`config.mk`:
```
export PLATFORM = sky130hd
export DESIGN_NAME = delayed_task_dispatcher
export DESIGN_NICKNAME = d
export VERILOG_FILES = /design/src/rtl/dtd_pkg.sv /design/src/rtl/dtd_slot_cell.sv /design/src/rtl/dtd_ready_cell.sv /design/src/rtl/dtd_seq.sv /design/src/rtl/delayed_task_dispatcher.sv
export SDC_FILE = /design/constraint.sdc
export NUM_CORES = 1
export LEC_CHECK = 0
export BUFFER_PORTS_ARGS = -buffer_cell sky130_fd_sc_hd__buf_2
export CAP_MARGIN = 40
export CELL_PAD_IN_SITES_DETAIL_PLACEMENT = 1
export CELL_PAD_IN_SITES_GLOBAL_PLACEMENT = 1
export CORE_ASPECT_RATIO = 1.75
export CORE_MARGIN = 1.5
export CORE_UTILIZATION = 49
export DETAILED_ROUTE_END_ITERATION = 12
export PLACE_DENSITY_LB_ADDON = 0.25
export SYNTH_ARGS = -nofsm -noshare
export SYNTH_HDL_FRONTEND = slang
export SYNTH_SLANG_ARGS = --single-unit
```
`constraint.sdc`:
```
create_clock -name clk -period 3.4 [get_ports clk]
set_input_delay 0.34 -clock clk [delete_from_list [all_inputs] [get_ports clk]]
set_output_delay 0.34 -clock clk [all_outputs]
set_load 0.005 [all_outputs]
```
`src/rtl/dtd_pkg.sv`:
```
`timescale 1ns / 1ps

package dtd_pkg;

    localparam int unsigned SLOTS_DEF = 8;

    localparam int unsigned OP_W   = 3;
    localparam int unsigned ID_W   = 8;
    localparam int unsigned CNT_W  = 16;
    localparam int unsigned STAT_W = 2;

    localparam logic [OP_W-1:0] OP_TICK   = 3'd0;
    localparam logic [OP_W-1:0] OP_SET    = 3'd1;
    localparam logic [OP_W-1:0] OP_DELETE = 3'd2;
    localparam logic [OP_W-1:0] OP_CHANGE = 3'd3;
    localparam logic [OP_W-1:0] OP_POP    = 3'd4;

    localparam logic [STAT_W-1:0] ST_DONE    = 2'd0;
    localparam logic [STAT_W-1:0] ST_IGNORED = 2'd1;
    localparam logic [STAT_W-1:0] ST_FULL    = 2'd2;

    typedef struct packed {
        logic [OP_W-1:0]  opcode;
        logic [ID_W-1:0]  task_id;
        logic [CNT_W-1:0] delay_ticks;
    } cmd_t;

    typedef struct packed {
        logic [ID_W-1:0]   popped_id;
        logic [STAT_W-1:0] status;
    } res_t;

    typedef enum logic [1:0] {
        S_IDLE,
        S_SWEEP,
        S_PLACE,
        S_DONE
    } state_t;

    // Shift controls for both rings; the tail values are the processed heads.
    typedef struct packed {
        logic             d_shift;
        logic [ID_W-1:0]  d_tail_id;
        logic [CNT_W-1:0] d_tail_cnt;
        logic             r_shift;
        logic [ID_W-1:0]  r_tail_id;
    } ring_ctl_t;

endpackage

```
`src/rtl/dtd_slot_cell.sv`:
```
`timescale 1ns / 1ps

module dtd_slot_cell
    import dtd_pkg::*;
(
    input  logic             clk,
    input  logic             rst_n,
    input  logic             shift,
    input  logic [ID_W-1:0]  nxt_id,
    input  logic [CNT_W-1:0] nxt_cnt,
    output logic [ID_W-1:0]  id,
    output logic [CNT_W-1:0] cnt
);

    logic [ID_W-1:0]  id_reg;
    logic [CNT_W-1:0] cnt_reg;
    logic [ID_W-1:0]  id_next;
    logic [CNT_W-1:0] cnt_next;

    always_comb
    begin
        id_next  = id_reg;
        cnt_next = cnt_reg;
        if (shift)
        begin
            id_next  = nxt_id;
            cnt_next = nxt_cnt;
        end
    end

    always_ff @(posedge clk or negedge rst_n)
    begin
        if (!rst_n)
        begin
            id_reg  <= '0;
            cnt_reg <= '0;
        end
        else
        begin
            id_reg  <= id_next;
            cnt_reg <= cnt_next;
        end
    end

    assign id  = id_reg;
    assign cnt = cnt_reg;

endmodule

```
`src/rtl/dtd_ready_cell.sv`:
```
`timescale 1ns / 1ps

module dtd_ready_cell
    import dtd_pkg::*;
(
    input  logic            clk,
    input  logic            rst_n,
    input  logic            shift,
    input  logic [ID_W-1:0] nxt_id,
    output logic [ID_W-1:0] id,
    output logic            empty
);

    logic [ID_W-1:0] id_reg;
    logic [ID_W-1:0] id_next;

    always_comb
    begin
        id_next = shift ? nxt_id : id_reg;
    end

    always_ff @(posedge clk or negedge rst_n)
    begin
        if (!rst_n)
        begin
            id_reg <= '0;
        end
        else
        begin
            id_reg <= id_next;
        end
    end

    assign id    = id_reg;
    assign empty = (id_reg == '0);

endmodule

```
`src/rtl/dtd_seq.sv`:
```
`timescale 1ns / 1ps

module dtd_seq
    import dtd_pkg::*;
#(
    parameter int unsigned SLOTS = SLOTS_DEF
)
(
    input  logic             clk,
    input  logic             rst_n,
    input  logic             cmd_valid,
    output logic             cmd_stall,
    input  cmd_t             cmd,
    output logic             res_valid,
    input  logic             res_stall,
    output res_t             res,
    input  logic [ID_W-1:0]  d_head_id,
    input  logic [CNT_W-1:0] d_head_cnt,
    input  logic [ID_W-1:0]  r_head_id,
    input  logic             r_head_empty,
    output ring_ctl_t        ctl
);

    localparam int unsigned CW = $clog2(SLOTS + 1);
    localparam logic [CW-1:0] LAST = CW'(SLOTS);

    state_t           state_reg, state_next;
    logic [OP_W-1:0]  op_reg;
    logic [ID_W-1:0]  id_reg;
    logic [CNT_W-1:0] ticks_reg;
    logic [CW-1:0]    s_cnt_reg, r_cnt_reg;
    logic             dup_reg, free_reg, placed_reg, ign_reg;
    logic [ID_W-1:0]  popped_reg;
    logic             res_valid_reg;
    res_t             res_reg, res_next;

    logic             s_inc, r_inc;
    logic             accept, id_zero_op, bad_op, sweep_end, load;

    assign cmd_stall  = (state_reg != S_IDLE);
    assign accept     = cmd_valid && !cmd_stall;
    assign id_zero_op = (cmd.task_id == '0) &&
                        (cmd.opcode == OP_SET || cmd.opcode == OP_DELETE ||
                         cmd.opcode == OP_CHANGE);
    assign bad_op     = (cmd.opcode > OP_POP);
    assign sweep_end  = (s_cnt_reg == LAST) && (r_cnt_reg == LAST);
    assign load       = (state_reg == S_DONE) && (!res_valid_reg || !res_stall);

    // Next state
    always_comb
    begin
        state_next = state_reg;
        case (state_reg)
            S_IDLE:
            begin
                if (accept)
                begin
                    state_next = (id_zero_op || bad_op) ? S_DONE : S_SWEEP;
                end
            end
            S_SWEEP:
            begin
                if (op_reg == OP_POP)
                begin
                    state_next = S_DONE;
                end
                else if (sweep_end)
                begin
                    state_next = (op_reg == OP_SET && !dup_reg && free_reg) ? S_PLACE
                                                                            : S_DONE;
                end
            end
            S_PLACE:
            begin
                if (s_cnt_reg == LAST)
                begin
                    state_next = S_DONE;
                end
            end
            S_DONE:
            begin
                if (load)
                begin
                    state_next = S_IDLE;
                end
            end
            default:
            begin
                state_next = S_IDLE;
            end
        endcase
    end

    // Ring controls: the head cell is processed and rotated to the tail
    always_comb
    begin
        ctl            = '0;
        ctl.d_tail_id  = d_head_id;
        ctl.d_tail_cnt = d_head_cnt;
        ctl.r_tail_id  = r_head_id;
        s_inc          = 1'b0;
        r_inc          = 1'b0;
        case (state_reg)
            S_SWEEP:
            begin
                case (op_reg)
                    OP_TICK:
                    begin
                        if (s_cnt_reg != LAST)
                        begin
                            if (d_head_cnt != '0)
                            begin
                                ctl.d_shift    = 1'b1;
                                ctl.d_tail_cnt = d_head_cnt - 1'b1;
                                s_inc          = 1'b1;
                            end
                            else if (d_head_id == '0 || r_cnt_reg == LAST)
                            begin
                                // nothing due, or no ready entry left: slot waits
                                ctl.d_shift = 1'b1;
                                s_inc       = 1'b1;
                            end
                            else if (!r_head_empty)
                            begin
                                ctl.r_shift = 1'b1;
                                r_inc       = 1'b1;
                            end
                            else
                            begin
                                // move the due task into the empty ready entry
                                ctl.r_shift    = 1'b1;
                                ctl.r_tail_id  = d_head_id;
                                ctl.d_shift    = 1'b1;
                                ctl.d_tail_id  = '0;
                                ctl.d_tail_cnt = '0;
                                s_inc          = 1'b1;
                                r_inc          = 1'b1;
                            end
                        end
                        else if (r_cnt_reg != LAST)
                        begin
                            ctl.r_shift = 1'b1;
                            r_inc       = 1'b1;
                        end
                    end
                    OP_SET, OP_DELETE, OP_CHANGE:
                    begin
                        if (s_cnt_reg != LAST)
                        begin
                            ctl.d_shift = 1'b1;
                            ctl.r_shift = 1'b1;
                            s_inc       = 1'b1;
                            r_inc       = 1'b1;
                            if (op_reg == OP_DELETE && d_head_id == id_reg)
                            begin
                                ctl.d_tail_id  = '0;
                                ctl.d_tail_cnt = '0;
                            end
                            if (op_reg == OP_DELETE && r_head_id == id_reg)
                            begin
                                ctl.r_tail_id = '0;
                            end
                            if (op_reg == OP_CHANGE && d_head_id == id_reg)
                            begin
                                ctl.d_tail_cnt = ticks_reg;
                            end
                        end
                    end
                    OP_POP:
                    begin
                        ctl.r_shift   = 1'b1;
                        ctl.r_tail_id = '0;
                    end
                    default:
                    begin
                        ctl.r_shift = 1'b0;
                    end
                endcase
            end
            S_PLACE:
            begin
                if (s_cnt_reg != LAST)
                begin
                    ctl.d_shift = 1'b1;
                    s_inc       = 1'b1;
                    if (!placed_reg && d_head_id == '0)
                    begin
                        ctl.d_tail_id  = id_reg;
                        ctl.d_tail_cnt = ticks_reg;
                    end
                end
            end
            default:
            begin
                ctl.d_shift = 1'b0;
            end
        endcase
    end

    // Result
    always_comb
    begin
        res_next.popped_id = (op_reg == OP_POP) ? popped_reg : '0;
        if (ign_reg || (op_reg == OP_SET && dup_reg))
        begin
            res_next.status = ST_IGNORED;
        end
        else if (op_reg == OP_SET && !free_reg)
        begin
            res_next.status = ST_FULL;
        end
        else
        begin
            res_next.status = ST_DONE;
        end
    end

    always_ff @(posedge clk or negedge rst_n)
    begin
        if (!rst_n)
        begin
            state_reg     <= S_IDLE;
            s_cnt_reg     <= '0;
            r_cnt_reg     <= '0;
            dup_reg       <= 1'b0;
            free_reg      <= 1'b0;
            placed_reg    <= 1'b0;
            ign_reg       <= 1'b0;
            res_valid_reg <= 1'b0;
        end
        else
        begin
            state_reg <= state_next;
            if (accept)
            begin
                s_cnt_reg  <= '0;
                r_cnt_reg  <= '0;
                dup_reg    <= 1'b0;
                free_reg   <= 1'b0;
                placed_reg <= 1'b0;
                ign_reg    <= id_zero_op;
            end
            else if (state_reg == S_SWEEP && state_next == S_PLACE)
            begin
                s_cnt_reg <= '0;
            end
            else
            begin
                s_cnt_reg <= s_cnt_reg + CW'(s_inc);
                r_cnt_reg <= r_cnt_reg + CW'(r_inc);
            end
            if (state_reg == S_SWEEP && op_reg == OP_SET && s_cnt_reg != LAST)
            begin
                if (d_head_id == id_reg || r_head_id == id_reg)
                begin
                    dup_reg <= 1'b1;
                end
                if (d_head_id == '0)
                begin
                    free_reg <= 1'b1;
                end
            end
            if (state_reg == S_PLACE && s_cnt_reg != LAST && d_head_id == '0)
            begin
                placed_reg <= 1'b1;
            end
            if (load)
            begin
                res_valid_reg <= 1'b1;
            end
            else if (!res_stall)
            begin
                res_valid_reg <= 1'b0;
            end
        end
    end

    always_ff @(posedge clk)
    begin
        if (accept)
        begin
            op_reg    <= cmd.opcode;
            id_reg    <= cmd.task_id;
            ticks_reg <= cmd.delay_ticks;
        end
        if (state_reg == S_SWEEP && op_reg == OP_POP)
        begin
            popped_reg <= r_head_id;
        end
        if (load)
        begin
            res_reg <= res_next;
        end
    end

    assign res_valid = res_valid_reg;
    assign res       = res_reg;

    a_cnt_range: assert property (@(posedge clk) disable iff (!rst_n)
        (s_cnt_reg <= LAST) && (r_cnt_reg <= LAST))
        else $error("sweep counter beyond slot count");

    a_shift_busy: assert property (@(posedge clk) disable iff (!rst_n)
        (ctl.d_shift || ctl.r_shift) |-> (state_reg == S_SWEEP || state_reg == S_PLACE))
        else $error("ring shifted while not sweeping");

    a_place_done: assert property (@(posedge clk) disable iff (!rst_n)
        (state_reg == S_PLACE && s_cnt_reg == LAST) |-> placed_reg)
        else $error("free slot seen but task not placed");

    a_res_from_done: assert property (@(posedge clk) disable iff (!rst_n)
        $rose(res_valid_reg) |-> $past(state_reg == S_DONE))
        else $error("result raised outside completion");

    a_tick_full_pass: assert property (@(posedge clk) disable iff (!rst_n)
        (state_reg == S_SWEEP && op_reg == OP_TICK && state_next == S_DONE)
        |-> sweep_end)
        else $error("tick finished before both rings came around");

endmodule

```
`src/rtl/delayed_task_dispatcher.sv`:
```
`timescale 1ns / 1ps
// Sequence from accept to res_valid: pop takes the ready head and finishes; delete, change
// delay and a set that is ignored or finds no free slot sweep both rings once; a placed set
// then makes a placement pass over the slots; tick sweeps both rings, one cell at a time;
// zero id or undefined opcode goes straight to the result. Throughput: one request at a time;
// cmd_stall drops as res_valid rises, even while that result still waits in the output register.
// Reset (rst_n, async, active low) clears every slot, every ready entry and control state.
module delayed_task_dispatcher
    import dtd_pkg::*;
#(
    parameter int unsigned SLOTS = SLOTS_DEF
)
(
    input  logic clk,
    input  logic rst_n,
    input  logic cmd_valid,
    output logic cmd_stall,
    input  cmd_t cmd,
    output logic res_valid,
    input  logic res_stall,
    output res_t res
);

    logic [ID_W-1:0]  slot_id  [SLOTS];
    logic [CNT_W-1:0] slot_cnt [SLOTS];
    logic [ID_W-1:0]  rdy_id   [SLOTS];
    logic             rdy_empty[SLOTS];
    ring_ctl_t        ctl;

    genvar i;
    generate
        for (i = 0; i < SLOTS; i++)
        begin : g_cell
            if (i == SLOTS - 1)
            begin : g_tail
                dtd_slot_cell u_slot (
                    .clk     (clk),
                    .rst_n   (rst_n),
                    .shift   (ctl.d_shift),
                    .nxt_id  (ctl.d_tail_id),
                    .nxt_cnt (ctl.d_tail_cnt),
                    .id      (slot_id[i]),
                    .cnt     (slot_cnt[i])
                );
                dtd_ready_cell u_rdy (
                    .clk    (clk),
                    .rst_n  (rst_n),
                    .shift  (ctl.r_shift),
                    .nxt_id (ctl.r_tail_id),
                    .id     (rdy_id[i]),
                    .empty  (rdy_empty[i])
                );
            end
            else
            begin : g_body
                dtd_slot_cell u_slot (
                    .clk     (clk),
                    .rst_n   (rst_n),
                    .shift   (ctl.d_shift),
                    .nxt_id  (slot_id[i+1]),
                    .nxt_cnt (slot_cnt[i+1]),
                    .id      (slot_id[i]),
                    .cnt     (slot_cnt[i])
                );
                dtd_ready_cell u_rdy (
                    .clk    (clk),
                    .rst_n  (rst_n),
                    .shift  (ctl.r_shift),
                    .nxt_id (rdy_id[i+1]),
                    .id     (rdy_id[i]),
                    .empty  (rdy_empty[i])
                );
            end
        end
    endgenerate

    dtd_seq #(
        .SLOTS (SLOTS)
    ) u_seq (
        .clk          (clk),
        .rst_n        (rst_n),
        .cmd_valid    (cmd_valid),
        .cmd_stall    (cmd_stall),
        .cmd          (cmd),
        .res_valid    (res_valid),
        .res_stall    (res_stall),
        .res          (res),
        .d_head_id    (slot_id[0]),
        .d_head_cnt   (slot_cnt[0]),
        .r_head_id    (rdy_id[0]),
        .r_head_empty (rdy_empty[0]),
        .ctl          (ctl)
    );

endmodule
```
==> results.toml, run 1 <==
[logic_synthesis]
synth_xor_area_share_pct = 1.17
synth-simple-area-share_pct = 21.4
synth.cell_area_um2 = 13500
synthCells = 1314
synth-seq-cells = 316
syn_avg_cell_area_um2 = 10.3
ys_top_cells_by_count = "nand2_1 (530), dfrtp_1 (271), clkbuf_1 (46), mux2_2 (46), edfxtp_1 (45)"
ys_warn_count = 0
muxShareOfSynthArea_pct = 6.50
synth_top_area_share_pct = 50.2
synth_area_leaders = "dfrtp_1 (50%), nand2_1 (15%), edfxtp_1 (10%), mux2_2 (3.8%), mux2i_1 (1.6%)"
synth_area_leader_cell = "dfrtp_1"
syn_nets = 1355
ys_async_sr_fraction_pct = 85.8
synth.most_common_cell = "nand2_1"
yosysSeqAreaShare_pct = 60.2
synth_top_family_by_area = "simple AND/OR/NAND/NOR gates"
synth_fa_ha_area_share_pct = 0.926
synth_compound_area_share_pct = 6.88
synth_cell_types = 69
ys.flop_type = "dfrtp_1"
synth-edff-count = 45

[floorplanning]
core_area_um2 = 27200
die_h_um = 223
start_util_pct = 49.6
die-area_um2 = 28600
die_w_um = 129
num_rows = 80
io_pins = 43

[finish]
largest_register_ffs = 112
syn2layout_area_growth_pct = 14.2
nets = 1419
layout-drive-gt1-share_pct = 14.7
post-route-util_pct = 56.7
fillers = 2981
diodes = 0

[global_route]
antenna_found_initial = 0
grt_max_degree = 137
grt_pass1_vias = 10800
overflow = 0
grt_pass1_wl_um = 58100
grt.total_usage_pct = 26.1

[timing]
hold_viol_final = 0
fin_tns_setup_ps = 0
finalSetupViolations = 0
finClkSkew_ps = 14.5
slew_headroom_pct = 32.6
slew_viol_final = 0
period_needed_ps = 3240
whs_ps = 15.8
max_freq_mhz = 309
period_share_pct = 95.3
rsz0062_at_grt = "false"
worstMarginPinSlew_ps = 1000
postLayoutSetupSlackWorst_ps = 160

[worst_hold_path]
min_path_type = "in -> reg"

[route]
drt_iter0_markers = 609
via_count = 9832
drt-wirelength-per-cell_um = 20.3
dr.pass1.iters = 5
drc = 0
viasPerCell = 5.56
routed_wirelength_um = 35900
ant_nets = 0

[worst_setup_path]
cp-start-kind = "flip-flop"
path_class = "reg -> reg"
regToRegSetupSlack_ps = 160
critPathCaptureType = "flip-flop"
arrival_ps = 3740
cp_max_fo = 7
critPathRequiredTime_ps = 3900

[clocking]
cts_made_buffers = 29
cts_root_buf = "clkbuf_16"
clkLatencyLatePin_ps = 560
cts_setup_buffers = 0
cts_tree = "done"
clkSinkCount = 316
htree_levels = 1
clockBufferDepth = 3
clk_pin_slew_ps = 70

[power_and_ir_drop]
ir_drop_v = 0.000558
powerDensity_nw_per_um2 = 816
power_leakage_nw = 7.84

[place]
place_ws_ps = 139
hpwl_um = 22300
gp_congestion = 0.840
portBuffers = 42

[outcome]
status = "complete, no violations"

[run]
cap_viol_max_count = 0
-- report_power, final --
part	total [mW]	internal [mW]	switching, mW
Combinational	4.19	1.43	2.76
Clock	3.24	1.79	1.45
Sequential	5.16	4.64	0.524
-- path summary, 6_finish.rpt --
kind                                                startpoint                              to  depth (start not counted)
worst min register to register  g_cell[5].g_body.u_slot.cnt[2]  g_cell[4].g_body.u_slot.cnt[2]                          2
worst max-delay path            g_cell[0].g_body.u_slot.cnt[0]              u_seq.r_cnt_reg[2]                         12
max in group asynchronous                                rst_n  g_cell[2].g_body.u_slot.cnt[9]                          3
min in group asynchronous                                rst_n    g_cell[2].g_body.u_rdy.id[7]                          2
worst min-delay path                                   cmd[22]                 u_seq.id_reg[6]                          1
worst max register to register  g_cell[0].g_body.u_slot.cnt[0]              u_seq.r_cnt_reg[2]                         12
-- cells by family after synthesis --
group	count (synthesis)
AO/OA/AOI/OAI	124
XOR/XNOR	18
adder cells (fa/ha/maj)	10
buffers and inverters	86
flip-flops	316
multiplexers	77
AND/OR/NAND/NOR	683
-- through the flow --
stage               instance area (um2)  total power, mW  instances
finish                            15400             12.6       1769
global route                      15400             13.3       1769
detailed placement                14300             9.30       1692
global placement                  14200             9.14       1690
CTS                               15400             12.6       1769
floorplan                         13500             8.03       1314
-- placed cells by master (no fill, tap or decap), types with 21 or more instances in the layout --
cell type	synthesis	routed
nand2_1	530	530
buf_2	16	42
nor3_1	26	26
dfrtp_1	271	271
buf_4	3	36
mux2_2	46	46
clkbuf_16	0	29
nor2_1	31	31
mux2i_1	21	21
dlygate4sd3_1	0	24
a21oi_1	27	27
edfxtp_1	45	45
-- metal layers --
layer  vias up  global-route usage, %  share of wire (%)
met4         0                   12.2                4.7
met5         -                      0                  0
li1       4539                      -                  -
met3        93                   2.87                3.0
met1      5003                   30.6                 39
met2       197                   47.2                 54
-- final cells by class --
cell class                      count  area (um2)  share of cell area [%]
Sequential cell                   316        8130                    52.7
Multi-Input combinational cell    912        5010                    32.4
Clock buffer                       46         890                    5.76
Timing Repair Buffer              110         866                    5.61
Tap cell                          369         462                    2.99
Clock inverter                      7        38.8                   0.251
Inverter                            9        36.3                   0.235
-- worst max-delay path: stages (launching register included) --
cell and delay, ps:
dfrtp_1 460, inv_1 110, ha_1 180, or4b_1 500, or4_4 590, o21ai_2 160, a22oi_1 120, nor2_1 160
ha_1 200, ha_1 170, nor3b_1 270, o211ai_1 140, nand4_1 120
-- repair_timing --
item	in CTS	in global routing
endpoints found under the setup margin	0	7
hold endpoints to repair	118	0
hold buffers	24	0
resized for setup	0	1
No activity file was read; power rests on OpenSTA's default activity.
==> run 2: changes to the inputs <==
CORE_UTILIZATION = 25   (was 49)
==> run 2 against run 1 <==
Compared with the run above: combinational power barely moved; largest cell class unchanged; critical endpoint is now g_cell[1].g_body.u_rdy.id[6]; critical path type unchanged; critical path depth decreased by 3; utilization is 27 points lower.
==> results.toml, run 2 (same netlist as run 1, synthesis figures left out) <==
[timing]
worstMarginPinSlew_ps = 757
slew_viol_final = 0
slew_headroom_pct = 49.0
period_needed_ps = 3180
postLayoutSetupSlackWorst_ps = 215
max_freq_mhz = 314
whs_ps = 297
fin_tns_setup_ps = 0
hold_viol_final = 0
finClkSkew_ps = 16.0
period_share_pct = 93.7
rsz0062_at_grt = "false"
finalSetupViolations = 0

[worst_setup_path]
critPathCaptureType = "flip-flop"
arrival_ps = 3650
cp_max_fo = 17
cp-start-kind = "flip-flop"
path_class = "reg -> reg"
critPathRequiredTime_ps = 3870

[clocking]
clk_pin_slew_ps = 70
clkSinkCount = 316
htree_levels = 1
cts_made_buffers = 31
clockBufferDepth = 3
clkLatencyLatePin_ps = 580
cts_tree = "done"
cts_root_buf = "clkbuf_16"

[place]
portBuffers = 42
hpwl_um = 23700
place_ws_ps = 45.8
gp_congestion = 0.801
dpl_cell_area_um2 = 14700

[power_and_ir_drop]
sequentialPowerShare_pct = 40.2
ir_drop_v = 0.000397
power_leakage_nw = 7.93
p_comb_share_pct = 32.5
powerDensity_nw_per_um2 = 802
p_int_mw = 8.06
power_switching_mw = 4.79
p_clk_share_pct = 27.2
swShare_pct = 37.3

[global_route]
grt_pass1_wl_um = 57800
overflow = 0
grt_max_degree = 124
grt_pass1_vias = 10400
grt.total_usage_pct = 13.1
antenna_found_initial = 0

[floorplanning]
start_util_pct = 25.3
die-area_um2 = 55500
die_w_um = 179
die_h_um = 311
num_rows = 112
core_area_um2 = 53400
io_pins = 43

[finish]
layout_commonest_cell = "nand2_1"
final_cell_mix = "nand2_1 (530), dfrtp_1 (271), mux2_2 (46), edfxtp_1 (45), buf_4 (42)"
finalInstanceArea_um2 = 16000
syn2layout_area_growth_pct = 18.5
largest_register_ffs = 112
diodes = 0
layout-drive-gt1-share_pct = 15.3
post-route-util_pct = 30.0
fillers = 5943
nets = 1432

[run]
cap_viol_max_count = 0

[worst_hold_path]
min_path_type = "in -> reg"

[route]
drt_iter0_markers = 410
via_count = 9536
routed_wirelength_um = 35500
drc = 0
drt-wirelength-per-cell_um = 16.9
dr.pass1.iters = 4
viasPerCell = 4.54
ant_nets = 0

[outcome]
status = "complete, no violations"
==> run 2: changes by cell type in the layout (fill, tap and decap cells not counted), sizes merged <==
cell         previous run  this run
bufinv                  0         2
clkinvlp                0         1
buf                    85        91
inv                     9        11
clkbuf                 46        45
dlygate4sd3            24        29
clkinv                  7         8
==> run 2: power groups by stage <==
stage                     Combinational, mW  Clock (mW)  Sequential [mW]
after floorplan                        2.98           0             5.04
after global placement                 4.15           0             5.23
after detailed placement               4.22           0             5.24
after CTS                              4.27        3.66             5.18
after global routing                   4.69        3.76             5.28
final                                  4.18        3.50             5.17
==> run 2: area by class of cell <==
class                   instances  area (um2)  area share, %
clock buffers                  45         888           5.55
clock inverters                13         125          0.781
inverters                       9        38.8          0.242
multi-input cells             912        5010           31.3
flip-flops and latches        316        8130           50.8
well taps                     684         856           5.34
repair buffers                121         967           6.04
==> run 2: layer usage <==
| layer | global-route usage, % | part of all wire [%] | vias to the layer above |
|---|---|---|---|
| met5 | 0 | 0 | - |
| met4 | 5.08 | 3.6 | 0 |
| met3 | 1.25 | 2.3 | 56 |
| met2 | 23.8 | 52 | 124 |
| met1 | 15.6 | 42 | 4786 |
| li1 | - | - | 4570 |
==> run 2: repair_timing <==
| item | CTS | global route |
|---|---|---|
| endpoints found under the setup margin | 0 | 11 |
| gates resized for setup | 0 | 3 |
| setup buffers | 0 | 0 |
| hold buffers | 29 | 0 |
| endpoints found under the hold margin | 104 | 0 |
==> run 2: through the flow <==
stage	instances	power [mW]
detailed placement	2013	9.46
global route	2100	13.7
CTS	2100	13.1
finish	2100	12.9
global placement	2012	9.38
floorplan	1314	8.03
==> run 2: worst paths after layout <==
| path | startpoint | cells past startpoint | slack [ps] | endpoint |
|---|---|---|---|---|
| max in group asynchronous | rst_n | 3 | 2150 | g_cell[6].g_body.u_slot.cnt[10] |
| min reg2reg | g_cell[1].g_body.u_slot.id[1] | 2 | 460 | g_cell[0].g_body.u_slot.id[1] |
| min | cmd_valid | 5 | 300 | u_seq.free_reg |
| max reg2reg | g_cell[0].g_body.u_slot.cnt[0] | 9 | 220 | g_cell[1].g_body.u_rdy.id[6] |
| min in group asynchronous | rst_n | 2 | 320 | u_seq.s_cnt_reg[2] |
| max | g_cell[0].g_body.u_slot.cnt[0] | 9 | 220 | g_cell[1].g_body.u_rdy.id[6] |
==> run 2: worst max-delay path: stages, from the launching register on <==
cell	delay [ps]
dfrtp_1	450
inv_1	120
ha_1	170
or4b_1	520
or4_1	590
o21ai_2	170
and2_4	180
a22o_4	300
buf_4	220
mux2_2	350
